<file path="src/design/fmpf_pkg.sv">
// Package: opcodes, status codes, counter selects and rule record type.
package fmpf_pkg;

    typedef enum logic [2:0] {
        OP_APPEND = 3'd0,
        OP_INSERT = 3'd1,
        OP_REMOVE = 3'd2,
        OP_DECIDE = 3'd3,
        OP_COUNT  = 3'd4,
        OP_STAT   = 3'd5
    } t_op;

    localparam logic [1:0] ST_OK       = 2'd0;
    localparam logic [1:0] ST_INVALID  = 2'd1;
    localparam logic [1:0] ST_FULL     = 2'd2;
    localparam logic [1:0] ST_NOTFOUND = 2'd3;

    localparam int unsigned NUM_CNT = 7;
    localparam logic [2:0] C_FLOWS    = 3'd0;
    localparam logic [2:0] C_ALLOWED  = 3'd1;
    localparam logic [2:0] C_DENIED   = 3'd2;
    localparam logic [2:0] C_INVALID  = 3'd3;
    localparam logic [2:0] C_ADDED    = 3'd4;
    localparam logic [2:0] C_REMOVED  = 3'd5;
    localparam logic [2:0] C_REJECTED = 3'd6;

    localparam int unsigned IN_BITS  = 3 + 2 + 3 + 2 + 1 + 16 + 16 + 32 + 32 + 16 + 32 + 3;
    localparam int unsigned IN_BYTES = (IN_BITS + 7) / 8;
    localparam int unsigned OUT_BITS = 2 + 1 + 5 + 5 + 32;
    localparam int unsigned OUT_BYTES = (OUT_BITS + 7) / 8;

    // rule fields shared by the match unit and the controller
    typedef struct packed {
        logic        dir;
        logic [1:0]  proto;
        logic        est;
        logic [15:0] plo;
        logic [15:0] phi;
        logic [31:0] ilo;
        logic [31:0] ihi;
    } t_rule_key;

    typedef struct packed {
        logic [1:0]  dir;
        logic [2:0]  proto;
        logic        est;
        logic [15:0] sport;
        logic [15:0] dport;
        logic [31:0] sip;
        logic [31:0] dip;
    } t_flow;

endpackage

</file>
<file path="src/design/fmpf_ram.sv">
// Generic single-port-write, single-read RAM with registered read data.
module fmpf_ram #(
    parameter int unsigned WIDTH = 8,
    parameter int unsigned DEPTH = 16
) (
    input  logic                                       i_clk,
    input  logic                                       i_we,
    input  logic [(DEPTH > 1 ? $clog2(DEPTH) : 1)-1:0] i_waddr,
    input  logic [WIDTH-1:0]                           i_wdata,
    input  logic [(DEPTH > 1 ? $clog2(DEPTH) : 1)-1:0] i_raddr,
    output logic [WIDTH-1:0]                           o_rdata
);
    logic [WIDTH-1:0] r_mem [DEPTH];
    logic [WIDTH-1:0] r_rdata;

    always_ff @(posedge i_clk) begin
        if (i_we) begin
            r_mem[i_waddr] <= i_wdata;
        end
        r_rdata <= r_mem[i_raddr];
    end

    assign o_rdata = r_rdata;
endmodule

</file>
<file path="src/design/fmpf_match.sv">
// Rule-versus-flow match check for one rule read from the table.
module fmpf_match #(
    parameter int unsigned APP_TAG_BITS = 16
) (
    input  fmpf_pkg::t_rule_key       i_key,
    input  logic [APP_TAG_BITS-1:0]   i_rule_app,
    input  fmpf_pkg::t_flow           i_flow,
    input  logic [APP_TAG_BITS-1:0]   i_flow_app,
    output logic                      o_match
);
    import fmpf_pkg::*;

    logic        outb;
    logic [15:0] port;
    logic [31:0] addr;
    logic        port_ok;
    logic        addr_ok;

    always_comb begin
        // ranges test the destination of an outbound flow, else the source
        outb = (i_flow.dir == 2'd1);
        port = outb ? i_flow.dport : i_flow.sport;
        addr = outb ? i_flow.dip : i_flow.sip;
        port_ok = ((i_key.plo == 16'd0) && (i_key.phi == 16'd0)) ||
                  ((port >= i_key.plo) && (port <= i_key.phi));
        addr_ok = ((i_key.ilo == 32'd0) && (i_key.ihi == 32'd0)) ||
                  ((addr >= i_key.ilo) && (addr <= i_key.ihi));
        o_match = (i_flow.dir == {1'b0, i_key.dir}) &&
                  ((i_key.proto == 2'd0) || ({1'b0, i_key.proto} == i_flow.proto)) &&
                  (!i_key.est || i_flow.est) && port_ok && addr_ok &&
                  ((i_rule_app == '0) || (i_rule_app == i_flow_app));
    end
endmodule

</file>
<file path="src/design/first_match_packet_filter.sv">
// Top level: rule table in RAM, scan/shift sequencer, counters, output register.
// Paths: read-statistic and bad opcodes go from idle straight to output; append writes at entry used;
// rejected add or invalid flow ends after the first read; decide and count scan the rules
// (one table read per cycle, at most used); insert shifts every entry up, remove later ones down.
// Next request taken in the cycle after the result loads; hold in output state while one waits.
// Synchronous active-low reset clears count, statistics, sets id counter to 1; table RAM not cleared.
module first_match_packet_filter #(
    parameter int unsigned RULES        = 16,
    parameter int unsigned APP_TAG_BITS = 16
) (
    input  logic                                 i_clk,
    input  logic                                 i_rst_n,
    input  logic                                 s_axis_tvalid,
    output logic                                 s_axis_tready,
    // opcode, direction, protocol, verdict_in, established_flag, port_a,
    // port_b, ip_a, ip_b, app_tag, target_id, stat_select
    input  logic [fmpf_pkg::IN_BYTES*8-1:0]      s_axis_tdata,
    output logic                                 m_axis_tvalid,
    input  logic                                 m_axis_tready,
    // status, allowed, match_count, entries_used, stat_value
    output logic [fmpf_pkg::OUT_BYTES*8-1:0]     m_axis_tdata
);
    import fmpf_pkg::*;

    localparam int unsigned AW = (RULES > 1) ? $clog2(RULES) : 1;
    localparam int unsigned CW = $clog2(RULES + 1);
    localparam int unsigned RW = 32 + 64 + 32 + 5 + APP_TAG_BITS;

    typedef enum logic [6:0] {
        S_IDLE  = 7'b0000001,
        S_RD    = 7'b0000010,
        S_SCAN  = 7'b0000100,
        S_SHRD  = 7'b0001000,
        S_SHWR  = 7'b0010000,
        S_FIN   = 7'b0100000,
        S_OUT   = 7'b1000000
    } t_state;

    t_state r_state, n_state;

    // unpacked request fields
    logic [2:0]  f_op;
    logic [1:0]  f_dir;
    logic [2:0]  f_proto;
    logic [1:0]  f_act;
    logic        f_est;
    logic [15:0] f_pa, f_pb;
    logic [31:0] f_ia, f_ib;
    logic [15:0] f_app;
    logic [31:0] f_tid;
    logic [2:0]  f_sel;

    assign f_op    = s_axis_tdata[2:0];
    assign f_dir   = s_axis_tdata[4:3];
    assign f_proto = s_axis_tdata[7:5];
    assign f_act   = s_axis_tdata[9:8];
    assign f_est   = s_axis_tdata[10];
    assign f_pa    = s_axis_tdata[26:11];
    assign f_pb    = s_axis_tdata[42:27];
    assign f_ia    = s_axis_tdata[74:43];
    assign f_ib    = s_axis_tdata[106:75];
    assign f_app   = s_axis_tdata[122:107];
    assign f_tid   = s_axis_tdata[154:123];
    assign f_sel   = s_axis_tdata[157:155];

    // held request
    logic [2:0]              r_op;
    logic [1:0]              r_dir;
    logic [2:0]              r_proto;
    logic                    r_act, r_est;
    logic [15:0]             r_pa, r_pb;
    logic [31:0]             r_ia, r_ib;
    logic [APP_TAG_BITS-1:0] r_app;
    logic [31:0]             r_tid;

    logic [CW-1:0]  r_used;
    logic [31:0]    r_idc;
    logic [31:0]    r_cnt [NUM_CNT];
    logic [CW-1:0]  r_idx;
    logic [CW-1:0]  r_rdidx;   // index of entry whose data arrives this cycle
    logic           r_found, r_allow;
    logic [CW-1:0]  r_mcnt;
    logic [1:0]     r_status;
    logic [31:0]    r_sval;
    logic           r_oval;
    logic [OUT_BITS-1:0] r_odata;

    logic           ram_we;
    logic [AW-1:0]  ram_waddr, ram_raddr;
    logic [RW-1:0]  ram_wdata, ram_rdata;
    logic [RW-1:0]  new_rule;

    fmpf_ram #(.WIDTH(RW), .DEPTH(RULES)) u_tab (
        .i_clk   (i_clk),
        .i_we    (ram_we),
        .i_waddr (ram_waddr),
        .i_wdata (ram_wdata),
        .i_raddr (ram_raddr),
        .o_rdata (ram_rdata)
    );

    // record: app, est, act, proto, dir, id, ihi, ilo, phi, plo
    t_rule_key               key;
    logic [APP_TAG_BITS-1:0] rapp;
    logic                    ract;
    logic [31:0]             rid;
    t_flow                   flow;
    logic                    hit;

    always_comb begin
        key.plo   = ram_rdata[15:0];
        key.phi   = ram_rdata[31:16];
        key.ilo   = ram_rdata[63:32];
        key.ihi   = ram_rdata[95:64];
        rid       = ram_rdata[127:96];
        key.dir   = ram_rdata[128];
        key.proto = ram_rdata[130:129];
        ract      = ram_rdata[131];
        key.est   = ram_rdata[132];
        rapp      = ram_rdata[RW-1:133];
        flow.dir    = r_dir;
        flow.proto  = r_proto;
        flow.est    = r_est;
        flow.sport  = r_pa;
        flow.dport  = r_pb;
        flow.sip    = r_ia;
        flow.dip    = r_ib;
        new_rule  = {r_app, r_est, r_act, r_proto[1:0], r_dir[0], r_idc,
                     r_ib, r_ia, r_pb, r_pa};
    end

    logic flow_outb_match;
    fmpf_match #(.APP_TAG_BITS(APP_TAG_BITS)) u_match (
        .i_key      (key),
        .i_rule_app (rapp),
        .i_flow     (flow),
        .i_flow_app (r_app),
        .o_match    (flow_outb_match)
    );
    // match unit compares the zero-extended rule direction against the flow's full direction field
    assign hit = flow_outb_match;

    logic tmpl_bad, flow_bad, full;
    assign tmpl_bad = r_dir[1] || r_proto[2] || (r_pa > r_pb) || (r_ia > r_ib);
    assign flow_bad = r_dir[1] || ((r_pa == 16'd0) && (r_pb == 16'd0) && r_dir[0] &&
                      (r_proto != 3'd0) && (r_proto != 3'd3));
    assign full = (r_used >= CW'(RULES));

    logic out_load;
    // load the output register when it is free or being drained this cycle
    assign out_load = (r_state == S_OUT) && (!r_oval || m_axis_tready);

    assign s_axis_tready = (r_state == S_IDLE);
    assign m_axis_tvalid = r_oval;
    assign m_axis_tdata  = {{(OUT_BYTES*8-OUT_BITS){1'b0}}, r_odata};

    always_comb begin
        n_state   = r_state;
        ram_we    = 1'b0;
        ram_waddr = r_idx[AW-1:0];
        ram_wdata = new_rule;
        ram_raddr = r_idx[AW-1:0];
        case (r_state)
            S_SHWR: begin
                ram_we    = 1'b1;
                ram_wdata = ram_rdata;
                ram_waddr = (r_op == OP_INSERT) ? AW'(r_rdidx + CW'(1))
                                                : AW'(r_rdidx - CW'(1));
            end
            S_FIN: begin
                ram_we    = (r_op == OP_APPEND || r_op == OP_INSERT) && !r_found;
                ram_waddr = (r_op == OP_INSERT) ? '0 : r_used[AW-1:0];
            end
            default: ;
        endcase
    end

    // write enable above uses r_found as "rejected" flag for adds; keep decode here
    always_ff @(posedge i_clk) begin
        if (!i_rst_n) begin
            r_state <= S_IDLE;
            r_used  <= '0;
            r_idc   <= 32'd1;
            r_oval  <= 1'b0;
            for (int k = 0; k < NUM_CNT; k++) r_cnt[k] <= '0;
        end else begin
            if (out_load) r_oval <= 1'b1;
            else if (m_axis_tvalid && m_axis_tready) r_oval <= 1'b0;
            unique case (r_state)
                S_IDLE: begin
                    if (s_axis_tvalid && s_axis_tready) begin
                        r_op <= f_op; r_dir <= f_dir; r_proto <= f_proto;
                        r_act <= f_act[0]; r_est <= f_est;
                        r_pa <= f_pa; r_pb <= f_pb; r_ia <= f_ia; r_ib <= f_ib;
                        r_app <= APP_TAG_BITS'(f_app);
                        r_tid <= f_tid;
                        r_found <= 1'b0; r_allow <= 1'b0; r_mcnt <= '0;
                        r_status <= ST_OK; r_sval <= '0;
                        r_idx <= '0;
                        r_state <= S_RD;
                        if (f_act[1]) r_proto <= 3'd4; // fold bad action into template check
                        if (f_op == OP_STAT) begin
                            if (f_sel >= 3'(NUM_CNT)) r_status <= ST_INVALID;
                            else r_sval <= r_cnt[f_sel];
                            r_state <= S_OUT;
                        end else if (f_op > OP_STAT) begin
                            r_status <= ST_INVALID;
                            r_state <= S_OUT;
                        end
                        if (f_op == OP_DECIDE || f_op == OP_COUNT) r_proto <= f_proto;
                    end
                end
                S_RD: begin
                    // first read issued (r_idx = 0); decide path for adds
                    r_rdidx <= r_idx;
                    r_idx   <= r_idx + CW'(1);
                    if (r_op == OP_APPEND || r_op == OP_INSERT) begin
                        if (tmpl_bad) begin
                            r_status <= ST_INVALID; r_found <= 1'b1;
                            r_cnt[C_REJECTED] <= r_cnt[C_REJECTED] + 32'd1;
                            r_state <= S_OUT;
                        end else if (full) begin
                            r_status <= ST_FULL; r_found <= 1'b1;
                            r_cnt[C_REJECTED] <= r_cnt[C_REJECTED] + 32'd1;
                            r_state <= S_OUT;
                        end else if (r_op == OP_INSERT && r_used != '0) begin
                            r_idx <= r_used - CW'(1);
                            r_state <= S_SHRD;
                        end else begin
                            r_state <= S_FIN;
                        end
                    end else if (r_op == OP_DECIDE && flow_bad) begin
                        r_status <= ST_INVALID;
                        r_cnt[C_INVALID] <= r_cnt[C_INVALID] + 32'd1;
                        r_state <= S_OUT;
                    end else if (r_used == '0) begin
                        r_state <= S_FIN;
                    end else begin
                        r_state <= S_SCAN;
                    end
                end
                S_SCAN: begin
                    // data for r_rdidx is valid now
                    r_rdidx <= r_idx;
                    r_idx   <= r_idx + CW'(1);
                    if (r_found) begin
                        // remove: shift entry r_rdidx down one
                        r_state <= S_SHRD;
                        r_idx   <= r_rdidx;
                    end else if (r_op == OP_REMOVE && rid == r_tid) begin
                        r_found <= 1'b1;
                        if (r_rdidx + CW'(1) >= r_used) r_state <= S_FIN;
                        else begin
                            r_idx <= r_rdidx + CW'(1);
                            r_state <= S_SHRD;
                        end
                    end else if (r_op == OP_DECIDE && hit) begin
                        r_found <= 1'b1; r_allow <= ract;
                        r_state <= S_FIN;
                    end else begin
                        if (r_op == OP_COUNT && hit) r_mcnt <= r_mcnt + CW'(1);
                        if (r_rdidx + CW'(1) >= r_used) r_state <= S_FIN;
                    end
                end
                S_SHRD: begin
                    // read issued at r_idx; data next cycle
                    r_rdidx <= r_idx;
                    r_state <= S_SHWR;
                end
                S_SHWR: begin
                    if (r_op == OP_INSERT) begin
                        if (r_rdidx == '0) r_state <= S_FIN;
                        else begin
                            r_idx <= r_rdidx - CW'(1);
                            r_state <= S_SHRD;
                        end
                    end else begin
                        if (r_rdidx + CW'(1) >= r_used) r_state <= S_FIN;
                        else begin
                            r_idx <= r_rdidx + CW'(1);
                            r_state <= S_SHRD;
                        end
                    end
                end
                S_FIN: begin
                    r_state <= S_OUT;
                    if (r_op == OP_APPEND || r_op == OP_INSERT) begin
                        r_used <= r_used + CW'(1);
                        r_idc  <= r_idc + 32'd1;
                        r_cnt[C_ADDED] <= r_cnt[C_ADDED] + 32'd1;
                    end else if (r_op == OP_REMOVE) begin
                        if (r_found) begin
                            r_used <= r_used - CW'(1);
                            r_cnt[C_REMOVED] <= r_cnt[C_REMOVED] + 32'd1;
                        end else r_status <= ST_NOTFOUND;
                    end else if (r_op == OP_DECIDE) begin
                        r_cnt[C_FLOWS] <= r_cnt[C_FLOWS] + 32'd1;
                        if (r_allow) r_cnt[C_ALLOWED] <= r_cnt[C_ALLOWED] + 32'd1;
                        else         r_cnt[C_DENIED]  <= r_cnt[C_DENIED] + 32'd1;
                    end
                end
                S_OUT: begin
                    if (out_load) begin
                        r_odata <= {r_sval, 5'(r_used), 5'(r_mcnt),
                                    (r_op == OP_DECIDE) & r_allow & (r_status == ST_OK),
                                    r_status};
                        r_state <= S_IDLE;
                    end
                end
                default: r_state <= S_IDLE;
            endcase
        end
    end
endmodule

</file>
<file path="config.mk">
export PLATFORM = sky130hd
export DESIGN_NAME = first_match_packet_filter
export DESIGN_NICKNAME = d
export VERILOG_FILES = /design/src/design/fmpf_pkg.sv /design/src/design/fmpf_ram.sv /design/src/design/fmpf_match.sv /design/src/design/first_match_packet_filter.sv
export SDC_FILE = /design/constraint.sdc
export NUM_CORES = 2
export LEC_CHECK = 0
export BUFFER_PORTS_ARGS = -buffer_cell sky130_fd_sc_hd__buf_4
export CAP_MARGIN = 20
export CELL_PAD_IN_SITES_DETAIL_PLACEMENT = 0
export CELL_PAD_IN_SITES_GLOBAL_PLACEMENT = 2
export CORE_AREA = 3 3 534 536
export CTS_CLUSTER_SIZE = 24
export DETAILED_ROUTE_END_ITERATION = 10
export DIE_AREA = 0 0 537 539
export PLACE_DENSITY_LB_ADDON = 0.15
export SKIP_CTS_REPAIR_TIMING = 1
export SYNTH_ARGS = -nofsm -noshare
export SYNTH_HDL_FRONTEND = slang
export SYNTH_HIERARCHICAL = 1
export SYNTH_SLANG_ARGS = --single-unit
</file>
<file path="constraint.sdc">
create_clock -name i_clk -period 12.17 [get_ports i_clk]
set_input_delay 1.217 -clock i_clk [delete_from_list [all_inputs] [get_ports i_clk]]
set_output_delay 1.217 -clock i_clk [all_outputs]
set_load 0.01 [all_outputs]
</file>
; ---- Yosys cells after proc, flatten, opt, wreduce, memory -nomap -nowiden
; Memory sizes are Yosys's and may differ from the RTL's. A register that Yosys moved wholly into a read port is not among the register bits.
; Cells that the tools add are included.
[word_totals]
regBits = 263
latchBits = 0
mem_bits_rw = 2608
mem_bits_ro = 0
word_cells = 297
n_memories = 2
[memory_table]
columns = name, depth, word_bits, read_ports, rd_clocked_by_memory_dff, write_ports, line_no
row1 = u_tab.r_mem, 16, 149, 1, 1, 1, fmpf_ram.sv:13  ; logic [WIDTH-1:0] r_mem [DEPTH];
row2 = r_cnt, 7, 32, 8, 1, 7, first_match_packet_filter.sv:78  ; logic [31:0] r_cnt [NUM_CNT];
[op_classes]
add_sub_neg = 14
multipliers = 0
div_mod_pow = 0
n_lt_le_gt_ge = 10
eq_ne = 37
n_shift = 0
n_mux = 130
bitwise_logic = 11
reduce_logical = 71
[op_table]
columns = operator, n
row1 = $mux W32, 9
row2 = $add A32 B1 Y32 const B, 8
row3 = $mux W149, 1
row4 = $mux W7, 13
row5 = $mux W5, 18
row6 = $logic_not A16 Y1, 5
row7 = $logic_not A32 Y1, 2
row8 = $mux W1, 63
row9 = $pmux W7 S7, 1
row10 = $eq A32 B32 Y1, 1
row11 = $ge A32 B32 Y1, 1
row12 = $gt A32 B32 Y1, 1
row13 = $le A32 B32 Y1, 1
row14 = $mux W6, 4
row15 = $logic_and A1 B1 Y1, 22
row16 = $add A5 B1 Y5 const B, 4
row17 = $ne A2 B2 Y1 const B, 10
row18 = $pmux W5 S4, 1
row19 = $mux W2, 9
row20 = $eq A16 B16 Y1, 1
row21 = $ge A16 B16 Y1, 1
row22 = $gt A16 B16 Y1, 1
row23 = $le A16 B16 Y1, 1
row24 = $mux W16, 1
row25 = other kinds (50), 94

; ---- Logic depth before layout (Yosys ltp)
[depth]
depth_word = 14
depth_mapped = 15

; ---- Cells and area by module
; The synthesis kept the hierarchy.
[modules_own_cells]
columns = module, instances, cells_per_inst, area_each_um2
row1 = fmpf_ram, 1, 3902, 92572.5
row2 = first_match_packet_filter, 1, 2624, 27512.6
row3 = fmpf_match, 1, 454, 3419.5

; ---- Least setup slack after synthesis
; Ideal clock, no wire load.
[synth_path]
path_kind = reg2reg
from = register r_state[1], in the netlist n_state[1]
to = memory u_tab/r_mem[0][0] (netlist bit), enable pin
setup_ps = 840
arrival_time_ps = 12228
t_required_ps = 11330
setup_slack_ps = -897
stages_incl_launch_ff = 9
path_buffers = 3
cell_sequence = dfxtp_1 -> nor4_1 -> nand3_1 -> clkbuf_1 -> clkbuf_1 -> clkbuf_1 -> o21ai_0 -> or3b_2 -> nor3_1
[synth_via]
elab_chain_len = 4
[synth_rtl]
columns = element, line_no
row1 = "start, declared", first_match_packet_filter.sv:39  ; t_state r_state, n_state;
row2 = "start signal, assigned", first_match_packet_filter.sv:181  ; r_state <= S_IDLE;
row3 = "start signal, assigned", first_match_packet_filter.sv:200  ; r_state <= S_RD;
row4 = "start signal, assigned", first_match_packet_filter.sv:205  ; r_state <= S_OUT;
row5 = $eq A7 B6 Y1 / $eq A7 B5 Y1 (equally long branches), first_match_packet_filter.sv:163  ; case (r_state)
row6 = $pmux W1 S2 (*), first_match_packet_filter.sv:163
row7 = via ram_we, first_match_packet_filter.sv:88  ; logic ram_we;
row8 = $mux W1 (*), fmpf_ram.sv:17  ; if (i_we) begin
row9 = $mux W1 (implied by the code) (*), fmpf_ram.sv:18  ; r_mem[i_waddr] <= i_wdata;
row10 = "end, declared", fmpf_ram.sv:13
; The timed path passes the listed nets; every way through them passes the cells marked *.

; ---- Worst setup path after layout
[layout_path]
from = register r_dir[1]
to = register r_mcnt[3], enable pin
[layout_via]
elab_chain_len = 11
[layout_rtl]
columns = element, line_no
row1 = "start, declared", first_match_packet_filter.sv:68  ; logic [1:0] r_dir;
row2 = "start signal, assigned", first_match_packet_filter.sv:192  ; r_op <= f_op; r_dir <= f_dir; r_proto <= f_proto;
row3 = "parallel branches: the longest is 6 deep, another holds $ge A32 B32 Y1", -
row4 = $logic_and A1 B1 Y1 (*) (2 in series), fmpf_match.sv:30  ; (!i_key.est || i_flow.est) && port_ok && addr_ok &&
row5 = via flow_outb_match, first_match_packet_filter.sv:132  ; logic flow_outb_match;
row6 = $logic_and A1 B1 Y1 (on tied branches), "first_match_packet_filter.sv:261, first_match_packet_filter.sv:257"
row7 = $ne A2 B2 Y1 (no source line), -
row8 = $reduce_and A7 Y1 (no source line) (*), -
row9 = "end signal, assigned", first_match_packet_filter.sv:261  ; if (r_op == OP_COUNT && hit) r_mcnt <= r_mcnt + CW'(1);
row10 = "end, declared", first_match_packet_filter.sv:82  ; logic [CW-1:0] r_mcnt;
; Mark *: on every way through the listed nets, which the timed path passes.
; A chain may end at the register's enable or synchronous reset.

==> flow_metrics.py <==
metrics = {
    "timing": {
        "setup_ws_ns": 6.32,
        "rsz0062_at_grt": "no",
        "fmax_ghz": 0.171,
        "fin_crit_sh_pct": 48.1,
        "finalSetupTns_ns": 0,
        "clock_skew_ns": 0.0415,
        "finalSetupViolCount": 0,
        "slew_headroom_pct": 21.4,
        "slew_viol_final": 0,
        "hold_violations": 0,
        "holdWs_ns": 0.417,
        "min_period_ns": 5.85,
        "tightest_slew_ns": 1.18,
    },
    "floorplanning": {
        "core_area_um2": 281000,
        "num_rows": 195,
        "die_w_um": 537,
        "design.portCount": 214,
        "die_y_um": 539,
        "start_util_pct": 43.9,
        "dieArea_um2": 289000,
    },
    "clock_network": {
        "cts_buffer_depth": 4,
        "cts-buffers-inserted": 324,
        "clkTransAtPathRegs_ns": 0.06,
        "clock_sinks": 3052,
        "cts_tree": "done",
        "insertion_delay_ns": 0.90,
        "htreeDepth": 5,
        "cts_root_buffer": "clkbuf_16",
    },
    "detailed_routing": {
        "vias_per_cell": 5.74,
        "first_pass_iters": 6,
        "antenna_left": 0,
        "drt_iter0_drc": 6564,
        "routedWlPerCell_um": 29.7,
        "drc_errors": 0,
        "num_vias": 65500,
        "routed_wl_um": 339000,
    },
    "finish": {
        "syn2layout_area_growth_pct": 13.8,
        "nNetsFinal": 7716,
        "fin_area_um2": 141000,
        "drive_above_1_share_pct": 21.2,
    },
    "placement": {
        "pre_cts_slack_ns": 6.34,
        "gp_congestion": 0.813,
        "place_area_um2": 130000,
        "dp_hpwl_um": 197000,
        "port-buffer-count": 208,
    },
    "logic_synthesis": {
        "netlist_area_um2": 124000,
        "netlist.top_cell.by_area": "edfxtp_1",
        "yosysTopAreaCellShare_pct": 69.5,
        "seq_area_frac_synth_pct": 72.6,
        "syn_inst": 6980,
        "synth-seq-cells": 3052,
        "synthMostInstantiatedCell": "edfxtp_1",
        "yosysWarnings": 6,
        "synthTopCellsByArea": "edfxtp_1, mux4_2, dfxtp_1",
        "syn_avg_cell_area_um2": 17.7,
        "yosys-top-cells-count": "edfxtp_1, nand2_1, mux4_2, nor2_1, a22oi_1",
        "synth.lib_cells_used.distinct": 81,
        "synth-async-reset-ratio_pct": 0,
        "synth_edf_count": 2858,
        "synth-main-ff-cell": "edfxtp_1",
    },
    "setup_path": {
        "critPathMaxStageDelay_ns": 0.85,
        "crit_path_start_kind": "flop",
        "required_ns": 12.67,
        "cp_common_cell": "a21oi_1",
        "endpoint_kind": "flop",
        "cp_slowest_cell": "nand2b_4",
        "cp_max_fo": 48,
        "startpoint": "r_dir[1]$_DFFE_PP_",
        "regToRegStartpoint": "r_dir[1]$_DFFE_PP_",
        "path_cells": "nand2b_4 -> mux2_2 -> ha_1 -> nand4_1 -> or3_1 -> a21oi_1 -> o41ai_1 -> a31oi_1 -> nor4_2 -> nand3_1 -> a21oi_1",
        "criticalPathCategory": "reg2reg",
        "arrival_ns": 6.35,
    },
    "power_and_ir_drop": {
        "power.density_nw_per_um2": 165,
        "vdd_ir_drop_max_mv": 0.111,
        "leakage_nw": 46.4,
    },
    "global_routing": {
        "grt_max_degree": 152,
        "first_global_vias": 66400,
        "grt_usage_pct": 23.2,
        "grt.overflow.total": 0,
        "antenna_found_initial": 12,
        "grt_pass1_wl_um": 485000,
    },
    "run_status": {
        "outcome": "finished, final reports clean",
    },
    "worst_hold_path": {
        "holdCritStartpoint": "r_sval[19]$_SDFFCE_PP0P_",
        "hold_path_class": "reg2reg",
    },
    "job": {
        "cap_violations": 0,
    },
}
critical path: cells and delay by family, from the launching register on:
kind / cells / cell delay, ns
AOI/OAI and AO/OA: 4 / 1.65
and+or+nand+nor: 5 / 2.14
DFF: 1 / 0.77
adders and majority gates: 1 / 0.30
muxes: 1 / 0.45
layer usage:
metal  global-route usage [%]  vias up  routed length [um]
li1                         -    28400                   -
met1                     33.6    34600              148000
met4                     4.78        2                6320
met3                     3.03      349               20000
met5                        0        -                  12
met2                     37.7     2060              165000
state kept, by name, summed over array words and instances (netlist names), 2 cells and up:
register and cells:
r_cnt 224, r_dir 2, r_ib 32, r_proto 3, r_pb 16, r_pa 16
r_mcnt 5, r_sval 32, u_tab/r_mem 2384, r_op 3, r_odata 45, r_ia 32
r_rdidx 5, r_status 2, u_tab/o_rdata 149, n_state 7, r_idx 5, r_idc 32
r_app 16, r_used 5, r_tid 32
kinds of logic after synthesis:
logic type / Yosys count / synth area share (%)
flops: 3052 / 72.6
fa+ha+maj: 164 / 1.66
simple gates: 1558 / 5.83
other cells: 1 / 0.00304
compound gates: 614 / 3.36
mux: 811 / 12.7
buf+inv: 484 / 1.76
xor+xnor: 296 / 2.10
cell usage in the layout (no fill, tap or decap), types with 80 or more instances in the layout:
master,synthesis,layout
nand3_1,116,115
xnor2_1,104,104
mux2_2,115,115
mux4_2,588,588
clkbuf_1,161,88
edfxtp_1,2858,2858
ha_1,164,164
clkbuf_16,0,334
nand2_1,652,652
inv_1,170,169
a21oi_1,80,80
a22oi_1,256,256
o21ai_0,144,140
mux2i_1,101,101
nor2_1,383,368
buf_4,58,381
nand4_1,91,91
dfxtp_1,194,194
xor2_1,192,192
power breakdown:
part / leakage (nW) / switching, mW / internal, mW
logic: 13.5 / 0.889 / 0.623
registers: 27.8 / 0.252 / 11.6
clock network: 5.11 / 4.08 / 5.69
total: 46.4 / 5.22 / 17.9
cell type report:
cell class	count	area, um^2
Fill cell	23100	141000
Sequential cell	3052	89700
Multi-Input combinational cell	3446	31900
Clock buffer	445	9000
Tap cell	3743	4680
Timing Repair Buffer	394	3130
Clock inverter	151	1470
Inverter	170	638
Antenna cell	2	5.00
through the flow:
step           cells  util, %  total power [mW]
6_report       11400     50.0              23.1
5_1_grt        11400     50.0              23.9
4_1_cts        11400     49.9              23.4
3_3_place_gp   10800     46.2              13.6
3_5_place_dp   10800     46.2              13.6
2_1_floorplan   6982        -              13.0
worst paths after layout:
check	endpoint	slack (ns)	depth (start not counted)
worst min register to register	r_odata[32]$_DFFE_PP_	0.42	0
worst min-delay path	r_odata[32]$_DFFE_PP_	0.42	0
worst max-delay path	r_mcnt[3]$_SDFFCE_PN0P_	6.32	11
worst max register to register	r_mcnt[3]$_SDFFCE_PN0P_	6.32	11
Power figures use the tool's default switching activity.
